**src/design/cbls_pkg.sv**
```systemverilog
// Package for the chunked body line splitter.
// Holds the result record, character codes and hex/whitespace helper functions.
// No dependencies.
`timescale 1ns / 1ps
`default_nettype none

package cbls_pkg;

	localparam int SIZE_BITS_DEF = 32;

	localparam logic [7:0] CH_LF    = 8'h0A;
	localparam logic [7:0] CH_CR    = 8'h0D;
	localparam logic [7:0] CH_SPACE = 8'h20;
	localparam logic [7:0] CH_TAB   = 8'h09;
	localparam logic [7:0] CH_VT    = 8'h0B;
	localparam logic [7:0] CH_FF    = 8'h0C;
	localparam logic [7:0] CH_0     = 8'h30;
	localparam logic [7:0] CH_9     = 8'h39;
	localparam logic [7:0] CH_UA    = 8'h41;
	localparam logic [7:0] CH_UF    = 8'h46;
	localparam logic [7:0] CH_LA    = 8'h61;
	localparam logic [7:0] CH_LF_HEX = 8'h66;
	localparam logic [7:0] HEX_TEN  = 8'h0A;

	typedef struct packed {
		logic       lead_cr;
		logic       has_byte;
		logic [7:0] out_byte;
		logic       line_end;
	} result_t;

	// Returns {is_hex, digit value}.
	function automatic logic [4:0] hex_value(input logic [7:0] b);
		logic [7:0] t;
		t = 8'h00;
		if (b >= CH_0 && b <= CH_9) begin
			t = b - CH_0;
			return {1'b1, t[3:0]};
		end else if (b >= CH_LA && b <= CH_LF_HEX) begin
			t = b - CH_LA + HEX_TEN;
			return {1'b1, t[3:0]};
		end else if (b >= CH_UA && b <= CH_UF) begin
			t = b - CH_UA + HEX_TEN;
			return {1'b1, t[3:0]};
		end
		return 5'b0_0000;
	endfunction

	function automatic logic is_space(input logic [7:0] b);
		return b == CH_SPACE || b == CH_TAB || b == CH_VT || b == CH_FF;
	endfunction

endpackage

`default_nettype wire

```
**src/design/cbls_in_stage.sv**
```systemverilog
// Input register stage of the chunked body line splitter.
// Holds one accepted byte until the decoder consumes it. Depends on nothing.
`timescale 1ns / 1ps
`default_nettype none

module cbls_in_stage (
	input  wire logic       clk,
	input  wire logic       arst_n,
	input  wire logic       in_valid,
	output logic            in_ready,
	input  wire logic [7:0] in_byte,
	input  wire logic       take,
	output logic            valid_s1,
	output logic [7:0]      byte_s1
);

	// The slot refills in the same cycle that it is drained.
	assign in_ready = !valid_s1 || take;

	always_ff @(posedge clk or negedge arst_n) begin
		if (!arst_n) begin
			valid_s1 <= 1'b0;
		end else if (in_valid && in_ready) begin
			valid_s1 <= 1'b1;
		end else if (take) begin
			valid_s1 <= 1'b0;
		end
	end

	always_ff @(posedge clk) begin
		if (in_valid && in_ready) begin
			byte_s1 <= in_byte;
		end
	end

endmodule

`default_nettype wire

```
**src/design/cbls_decoder.sv**
```systemverilog
// Chunk decoder: size line parser, data countdown, trailer swallow and CR hold.
// Depends on cbls_pkg for the result record and character helpers.
`timescale 1ns / 1ps
`default_nettype none

module cbls_decoder
	import cbls_pkg::*;
#(
	parameter int SIZE_BITS = SIZE_BITS_DEF
) (
	input  wire logic       clk,
	input  wire logic       arst_n,
	input  wire logic       step,
	input  wire logic [7:0] byte_in,
	output logic            res_valid,
	output result_t         res
);

	typedef enum logic [1:0] {PH_SIZE, PH_DATA, PH_TRAIL, PH_DONE} phase_t;

	phase_t                 phase_q, phase_d;
	logic [SIZE_BITS-1:0]   accum_q, accum_d;
	logic                   digit_seen_q, digit_seen_d;
	logic                   stopped_q, stopped_d;
	logic [SIZE_BITS-1:0]   left_q, left_d;
	logic                   trail_q, trail_d;
	logic                   cr_q, cr_d;
	logic [4:0]             hex;

	assign hex = hex_value(byte_in);

	always_comb begin
		phase_d      = phase_q;
		accum_d      = accum_q;
		digit_seen_d = digit_seen_q;
		stopped_d    = stopped_q;
		left_d       = left_q;
		trail_d      = trail_q;
		cr_d         = cr_q;
		res_valid    = 1'b0;
		res          = '0;
		unique case (phase_q)
			PH_SIZE: begin
				if (byte_in == CH_LF) begin
					if (digit_seen_q && accum_q != '0) begin
						left_d  = accum_q;
						phase_d = PH_DATA;
					end else begin
						phase_d = PH_DONE;
					end
					accum_d      = '0;
					digit_seen_d = 1'b0;
					stopped_d    = 1'b0;
				end else if (byte_in != CH_CR && !stopped_q) begin
					if (hex[4]) begin
						// Any bit in the top nibble means the shift would overflow.
						if (accum_q[SIZE_BITS-1 -: 4] != 4'h0) begin
							accum_d = '1;
						end else begin
							accum_d = {accum_q[SIZE_BITS-5:0], hex[3:0]};
						end
						digit_seen_d = 1'b1;
					end else if (!(is_space(byte_in) && !digit_seen_q)) begin
						stopped_d = 1'b1;
					end
				end
			end
			PH_DATA: begin
				if (byte_in == CH_LF) begin
					cr_d          = 1'b0;
					res_valid     = 1'b1;
					res.line_end  = 1'b1;
				end else if (byte_in == CH_CR) begin
					if (cr_q) begin
						res_valid   = 1'b1;
						res.lead_cr = 1'b1;
					end
					cr_d = 1'b1;
				end else begin
					res_valid    = 1'b1;
					res.lead_cr  = cr_q;
					res.has_byte = 1'b1;
					res.out_byte = byte_in;
					cr_d         = 1'b0;
				end
				left_d = left_q - 1'b1;
				if (left_q == {{(SIZE_BITS-1){1'b0}}, 1'b1}) begin
					trail_d = 1'b0;
					phase_d = PH_TRAIL;
				end
			end
			PH_TRAIL: begin
				if (trail_q || byte_in == CH_LF) begin
					trail_d = 1'b0;
					phase_d = PH_SIZE;
				end else begin
					trail_d = 1'b1;
				end
			end
			PH_DONE: begin
			end
			default: begin
			end
		endcase
		if (!step) begin
			res_valid = 1'b0;
		end
	end

	always_ff @(posedge clk or negedge arst_n) begin
		if (!arst_n) begin
			phase_q      <= PH_SIZE;
			accum_q      <= '0;
			digit_seen_q <= 1'b0;
			stopped_q    <= 1'b0;
			left_q       <= '0;
			trail_q      <= 1'b0;
			cr_q         <= 1'b0;
		end else if (step) begin
			phase_q      <= phase_d;
			accum_q      <= accum_d;
			digit_seen_q <= digit_seen_d;
			stopped_q    <= stopped_d;
			left_q       <= left_d;
			trail_q      <= trail_d;
			cr_q         <= cr_d;
		end
	end

	a_data_has_count: assert property (@(posedge clk) disable iff (!arst_n)
		phase_q == PH_DATA |-> left_q != '0)
		else $error("data phase with an empty byte count");

	a_done_terminal: assert property (@(posedge clk) disable iff (!arst_n)
		phase_q == PH_DONE |=> phase_q == PH_DONE)
		else $error("left the done phase");

	a_line_end_clears_cr: assert property (@(posedge clk) disable iff (!arst_n)
		res_valid && res.line_end |=> !cr_q)
		else $error("CR still held after a line end");

	a_result_kind: assert property (@(posedge clk) disable iff (!arst_n)
		res_valid |-> !(res.has_byte && res.line_end) && phase_q == PH_DATA)
		else $error("malformed result");

endmodule

`default_nettype wire

```
**src/design/cbls_out_stage.sv**
```systemverilog
// Result register stage of the chunked body line splitter.
// Holds one result until the consumer takes it. Depends on cbls_pkg.
`timescale 1ns / 1ps
`default_nettype none

module cbls_out_stage
	import cbls_pkg::*;
(
	input  wire logic    clk,
	input  wire logic    arst_n,
	input  wire logic    load,
	input  wire result_t res,
	output logic         free,
	output logic         out_valid,
	input  wire logic    out_ready,
	output result_t      res_s2
);

	assign free = !out_valid || out_ready;

	always_ff @(posedge clk or negedge arst_n) begin
		if (!arst_n) begin
			out_valid <= 1'b0;
		end else if (load) begin
			out_valid <= 1'b1;
		end else if (out_ready) begin
			out_valid <= 1'b0;
		end
	end

	always_ff @(posedge clk) begin
		if (load) begin
			res_s2 <= res;
		end
	end

endmodule

`default_nettype wire

```
**src/design/chunked_body_line_splitter.sv**
```systemverilog
// Top level of the chunked body line splitter.
// Depends on cbls_pkg, cbls_in_stage, cbls_decoder and cbls_out_stage.
//
//   Channel   Handshake              Payload
//   input     in_valid / in_ready    in_byte[7:0]
//   output    out_valid / out_ready  lead_cr, has_byte, out_byte[7:0], line_end
//
// A byte is registered on its transfer and decoded once the result register is
// free, and its result is registered in the output stage; one byte per cycle is
// sustained while the output side keeps taking results.
// A byte is decoded only when the result register is free or being drained.
// Reset clears the decoder to the size line phase and empties both stages.
// Bytes in the size, trailer and done phases, and a CR that is held, produce
// no result transfer.
`timescale 1ns / 1ps
`default_nettype none

module chunked_body_line_splitter
	import cbls_pkg::*;
#(
	parameter int SIZE_BITS = SIZE_BITS_DEF
) (
	input  wire logic       clk,
	input  wire logic       arst_n,
	input  wire logic       in_valid,
	output logic            in_ready,
	input  wire logic [7:0] in_byte,
	output logic            out_valid,
	input  wire logic       out_ready,
	output logic            lead_cr,
	output logic            has_byte,
	output logic [7:0]      out_byte,
	output logic            line_end
);

	logic       valid_s1;
	logic [7:0] byte_s1;
	logic       take;
	logic       free;
	logic       res_valid;
	result_t    res;
	result_t    res_s2;

	// The held byte moves on whenever the result register can accept a result.
	assign take = valid_s1 && free;

	cbls_in_stage u_in (
		.clk      (clk),
		.arst_n   (arst_n),
		.in_valid (in_valid),
		.in_ready (in_ready),
		.in_byte  (in_byte),
		.take     (take),
		.valid_s1 (valid_s1),
		.byte_s1  (byte_s1)
	);

	cbls_decoder #(
		.SIZE_BITS (SIZE_BITS)
	) u_dec (
		.clk       (clk),
		.arst_n    (arst_n),
		.step      (take),
		.byte_in   (byte_s1),
		.res_valid (res_valid),
		.res       (res)
	);

	cbls_out_stage u_out (
		.clk       (clk),
		.arst_n    (arst_n),
		.load      (res_valid),
		.res       (res),
		.free      (free),
		.out_valid (out_valid),
		.out_ready (out_ready),
		.res_s2    (res_s2)
	);

	assign lead_cr  = res_s2.lead_cr;
	assign has_byte = res_s2.has_byte;
	assign out_byte = res_s2.out_byte;
	assign line_end = res_s2.line_end;

endmodule

`default_nettype wire
```
**config.mk**
```make
export PLATFORM = sky130hd
export DESIGN_NAME = chunked_body_line_splitter
export DESIGN_NICKNAME = d
export VERILOG_FILES = /design/src/design/cbls_pkg.sv /design/src/design/cbls_in_stage.sv /design/src/design/cbls_decoder.sv /design/src/design/cbls_out_stage.sv /design/src/design/chunked_body_line_splitter.sv
export SDC_FILE = /design/constraint.sdc
export NUM_CORES = 1
export LEC_CHECK = 0
export BUFFER_PORTS_ARGS = -buffer_cell sky130_fd_sc_hd__buf_2
export CAP_MARGIN = 20
export CORE_ASPECT_RATIO = 0.8
export CORE_MARGIN = 2
export CORE_UTILIZATION = 56
export DETAILED_ROUTE_END_ITERATION = 10
export HOLD_SLACK_MARGIN = 0.06
export PLACE_DENSITY = 0.88
export SYNTH_ARGS = -nofsm -noshare
export SYNTH_HDL_FRONTEND = slang
export SYNTH_SLANG_ARGS = --single-unit
```
**constraint.sdc**
```tcl
create_clock -name clk -period 2.33 [get_ports clk]
set_clock_uncertainty 0.15 [all_clocks]
set_input_delay 0.233 -clock clk [delete_from_list [all_inputs] [get_ports clk]]
set_output_delay 0.233 -clock clk [all_outputs]
set_load 0.02 [all_outputs]
```
# After elaboration in Yosys (flattened, before gate mapping)
# Index checks and enable logic that the tools add are counted.
# word_totals
ff_bits	91
in_bits	12
output_inout_bits	13
word_cells	122
# classes
n_addsub	6
magnitude_cmp	6
eq_ne	16
muxes	43
n_bitwise	1
n_reduce_logical	36
# op_table
operator	count
$mux 32	6
$pmux 32 s2	1
$eq 8x4->1 const B	5
$eq 32x1->1 const B	1
$reduce_bool 32->1	1
$sub 32x1->32 const B	1
$mux 1	25
$mux 5	4
$ge 8x7->1 const B	2
$le 8x7->1 const B	2
$reduce_bool 2->1	6
$sub 4x1->4 const B	3
$ne 2x1->1 const B	5
$reduce_and 5->1	2
$mux 9	1
$add 4x4->4 const B	2
$eq 8x6->1 const B	1
$ge 8x6->1 const B	1
$le 8x6->1 const B	1
$logic_and 1x1->1	8
$mux 2	4
$ne 8x4->1 const B	1
$reduce_and 4->1	2
$logic_or 1x1->1	6
14 further kinds	17

# Depth between registers and ports, before layout
# logic_depth
depth_word	10
mapped_depth	9
mapped_depth_nobuf	7

# Modules after synthesis
# Synthesis repeated with hierarchy kept, for this count alone.
# unflattened
cells_unflattened	483
area_unflattened_um2	4858.4
# modules_own_cells
mod	n_inst	cells_per_inst	area_each_um2	seq_area_each_um2
cbls_decoder	1	456	4180.3	1751.7
cbls_out_stage	1	14	377.9	355.3
cbls_in_stage	1	12	294.0	265.3
chunked_body_line_splitter	1	1	6.3	0.0

# Least setup slack after synthesis
# Ideal clock, no wire load.
# synth_path
kind	flip-flop to flip-flop
from	register u_dec.left_q[0]
to	register u_dec.left_q[16]
setup_time_ps	148
t_arrival_ps	1944
required_time_ps	2032
setup_slack_ps	88
stages_incl_launch_ff	8
path_buffers	0
synth_period_minus_slack_ps	2242
path_cell_list	dfrtp_1 inv_1 ha_1 nor3b_1 nand3_1 or3_1 o311ai_0 o221ai_1
# synth_between
elab_chain_cells	2
# synth_lines
element	line_no	source
from (decl)	cbls_decoder.sv:25	logic [SIZE_BITS-1:0] left_q, left_d;
from (signal assigned)	cbls_decoder.sv:124	left_q <= left_d;
$sub 32x1->32	cbls_decoder.sv:86	left_d = left_q - 1'b1;
$pmux 32 s2	cbls_decoder.sv:42	unique case (phase_q)
# No other way between the ends.
# A chain may end at the register's enable or synchronous reset.

# Worst setup path in the final report
# layout_path
from	register u_dec.left_q[28]
to	register u_dec.phase_q[1]
# layout_between
elab_chain_cells	3
# layout_lines
element	line_no	source
$eq 32x1->1	cbls_decoder.sv:87	if (left_q == {{(SIZE_BITS-1){1'b0}}, 1'b1}) begin
$ne 2x1->1 (no line)	-	
$reduce_and 5->1 (no line)	-	
to (signal assigned)	cbls_decoder.sv:120	phase_q <= phase_d;
to (decl)	cbls_decoder.sv:21	phase_t phase_q, phase_d;
# No other way between the ends.

==> results.tsv <==
stage	metric	value	unit
logic_synthesis	yosysMostFrequentCell	dfrtp_1	
die	die_w	110	um
sta	slew_headroom	53.8	%
setup_path	crit_path_max_fanout	5	
logic_synthesis	ys_seq_area_share	47.5	%
die	core_area	0.00856	mm^2
logic_synthesis	synthTopCellsByArea	dfrtp_1 36%, edfxtp_1 11%, a21oi_1 5.6%	
power	powerDensity	560	mW/mm^2
setup_path	worstSetupEndpointType	flop	
setup_path	critPathArrivalTime	2410	ps
worst_hold_path	hold_class	in2reg	
global_routing	use_met1	45.6	%
sta	setup_total_negative_slack	0	ps
global_routing	use_met2	46.1	%
finish	nets	604	
finish	areaGrowthSynthToFinish	18.1	%
sta	timing.fmax	0.436	GHz
sta	final.min_clock_period	2300	ps
finish	layout-drive-gt1-share	19.3	%
sta	tightest_slew	693	ps
die	ios	25	
cts	path_clk_slew	90	ps
power	total_power	3300	uW
power	peakVddDrop	470	uV
cts	cts.path.max_buffers	2	
run	drv_cap	0	
finish	diodes	0	
logic_synthesis	synth_edf_count	19	
sta	rsz0062_at_grt	yes	
die	floorplan.initialDensity	58.4	%
sta	setup_ws	34.5	ps
sta	whs	182	ps
global_routing	met3_usage	7.36	%
logic_synthesis	synth_top_area_share	36.1	%
logic_synthesis	syn_nets	548	
placed_design	gp_congestion	0.929	
placed_design	dp_hpwl	9620	um
logic_synthesis	synthArstFlopShare	79.1	%
setup_path	crit_required	2450	ps
cts	htree_num_levels	3	
die	fp.dieH	88.5	um
drt	drt_iter0_markers	582	
logic_synthesis	synth_flop_cell	dfrtp_1	
placed_design	portBuffers	24	
die	num_rows	30	
logic_synthesis	synth_cell_types	62	
status	status	finished clean	
global_routing	track_usage	30.9	%
drt	vias_per_cell	6.77	
setup_path	crit_path_top_delay_cell	dfrtp_1	
drt	finalWirelength	14500	um
cts	cts-root-buf	clkbuf_8	
global_routing	grt_pass1_wl	22700	um
logic_synthesis	synth_cells	525	
drt	final_antenna_net_count	0	
cts	worstSkewPairLatency	380	ps
finish	nFillCells	590	
drt	dr.pass1.iters	5	
logic_synthesis	synth.avg_cell_area	9.52	um^2
sta	hold_violations	0	
logic_synthesis	netlist_top_cells_count	72 x dfrtp_1, 56 x a21oi_1, 51 x nand2_1	
global_routing	antenna_found_initial	0	
logic_synthesis	ys_seq_elements	91	
sta	fin_crit_sh	98.5	%
setup_path	start_kind	flop	
global_routing	grt_pass1_vias	4392	
logic_synthesis	synth_area	0.00500	mm^2
cts	clock_sinks	91	
placed_design	dp_slack	-11.8	ps
global_routing	overflow	0	
drt	post_drt_wl_per_cell	20.7	um
sta	setup_viol	0	
drt	vias	4726	
drt	drc_errors	0	
logic_synthesis	synth-warning-count	0	
logic_synthesis	yosysTopAreaCell	dfrtp_1	
setup_path	slowest_delay	430	ps
global_routing	grt_max_degree	60	
setup_path	crit_chain	or3_1 > or2_2 > nor4_1 > buf_4 > o21ai_1 > mux2_2	
global_routing	top_usage_layer	met2	
setup_path	critPathKind	reg2reg	
die	die-area	0.00970	mm^2
cts	cts_tree	yes	
cts	cts-buffers-inserted	9	
power	leakage	0.00240	uW
sta	slew_viol_final	0	
[layout make-up]
class | count | area, um^2 | area share (%)
Multi-Input combinational cell | 385 | 2500 | 42.3
Sequential cell | 91 | 2370 | 40.2
Timing Repair Buffer | 79 | 641 | 10.9
Clock buffer | 12 | 145 | 2.46
Tap cell | 112 | 140 | 2.37
Inverter | 15 | 56.3 | 0.954
Clock inverter | 4 | 50.0 | 0.848
[stage by stage]
| stage | util (%) | instance area [um^2] | instances |
|---|---|---|---|
| floorplan | - | 5000 | 525 |
| global placement | 64.0 | 5480 | 667 |
| detailed placement | 64.0 | 5480 | 667 |
| CTS | 67.7 | 5800 | 694 |
| global route | 68.9 | 5900 | 698 |
| finish | 68.9 | 5900 | 698 |
[worst max-delay path: cells and delay by family (launching register included)]
kind	cells	cell delay (ps)
and+or+nand+nor	3	1030
DFF	1	430
muxes	1	280
buffers and inverters	1	180
AOI/OAI and AO/OA	1	80
[repair_timing]
action	in CTS	in global routing
hold buffers	11	0
gates resized for setup	2	14
buffers inserted	0	3
setup endpoints to repair	2	66
hold endpoints to repair	35	0
gates cloned	0	1
[logic make-up (layout without fill, tap and decap cells)]
family                   Yosys count  count (layout)  synth area share, %
AND/OR/NAND/NOR                  196             196                 20.8
AO/OA/AOI/OAI                    174             174                 24.1
flip-flops                        91              91                 47.5
buffers and inverters             49             110                 4.01
adder cells (fa/ha/maj)           11              11                 2.75
multiplexers                       4               4                0.851
[flip-flops by register name (all words and copies together), names as in the netlist]
signal / flops
u_out.res_s2: 11
u_dec.digit_seen_q: 1
u_dec.cr_q: 1
u_dec.left_q: 32
u_dec.trail_q: 1
u_dec.stopped_q: 1
u_out.out_valid: 1
u_in.valid_s1: 1
u_in.byte_s1: 8
u_dec.phase_q: 2
u_dec.accum_q: 32
[metal layers]
metal  wire, um  vias up
li1           -     2093
met1       6100     2279
met2       6340      320
met3       1770       34
met4        274        0
met5          0        -
[final timing paths]
| path | slack, ps | start | depth (start not counted) | endpoint |
|---|---|---|---|---|
| setup / recovery | 30 | u_dec.left_q[28]$_DFFE_PN0P_ | 6 | u_dec.phase_q[1]$_DFFE_PN0P_ |
| hold / removal | 180 | out_ready | 3 | u_out.out_valid$_DFFE_PN0P_ |
| setup reg to reg | 30 | u_dec.left_q[28]$_DFFE_PN0P_ | 6 | u_dec.phase_q[1]$_DFFE_PN0P_ |
| hold reg to reg | 360 | u_dec.trail_q$_DFFE_PN0P_ | 1 | u_dec.trail_q$_DFFE_PN0P_ |
| max in group asynchronous | 1050 | arst_n | 3 | u_dec.accum_q[1]$_DFFE_PN0P_ |
| min in group asynchronous | 270 | arst_n | 2 | u_out.out_valid$_DFFE_PN0P_ |
[cell usage in the layout (no fill, tap or decap), types with 9 or more instances in the layout]
cell and n:
nand2_1 51, and2_1 9, o21ai_1 19, o221ai_1 23
buf_2 24, buf_4 38, nor4_1 10, ha_1 11
o211ai_1 10, dlygate4sd3_1 11, dfrtp_1 72, nand3_1 19
clkbuf_8 10, nor2_1 42, edfxtp_1 19, a21oi_1 55
nor3_1 13, inv_1 15
[report_power, final]
part | total (uW) | switching (uW) | leakage (uW) | internal [uW]
Sequential | 1760 | 71.1 | 0.00102 | 1690
Clock | 1100 | 576 | 0.0000926 | 524
Combinational | 441 | 262 | 0.00128 | 179
(Power assumes the default switching activity.)
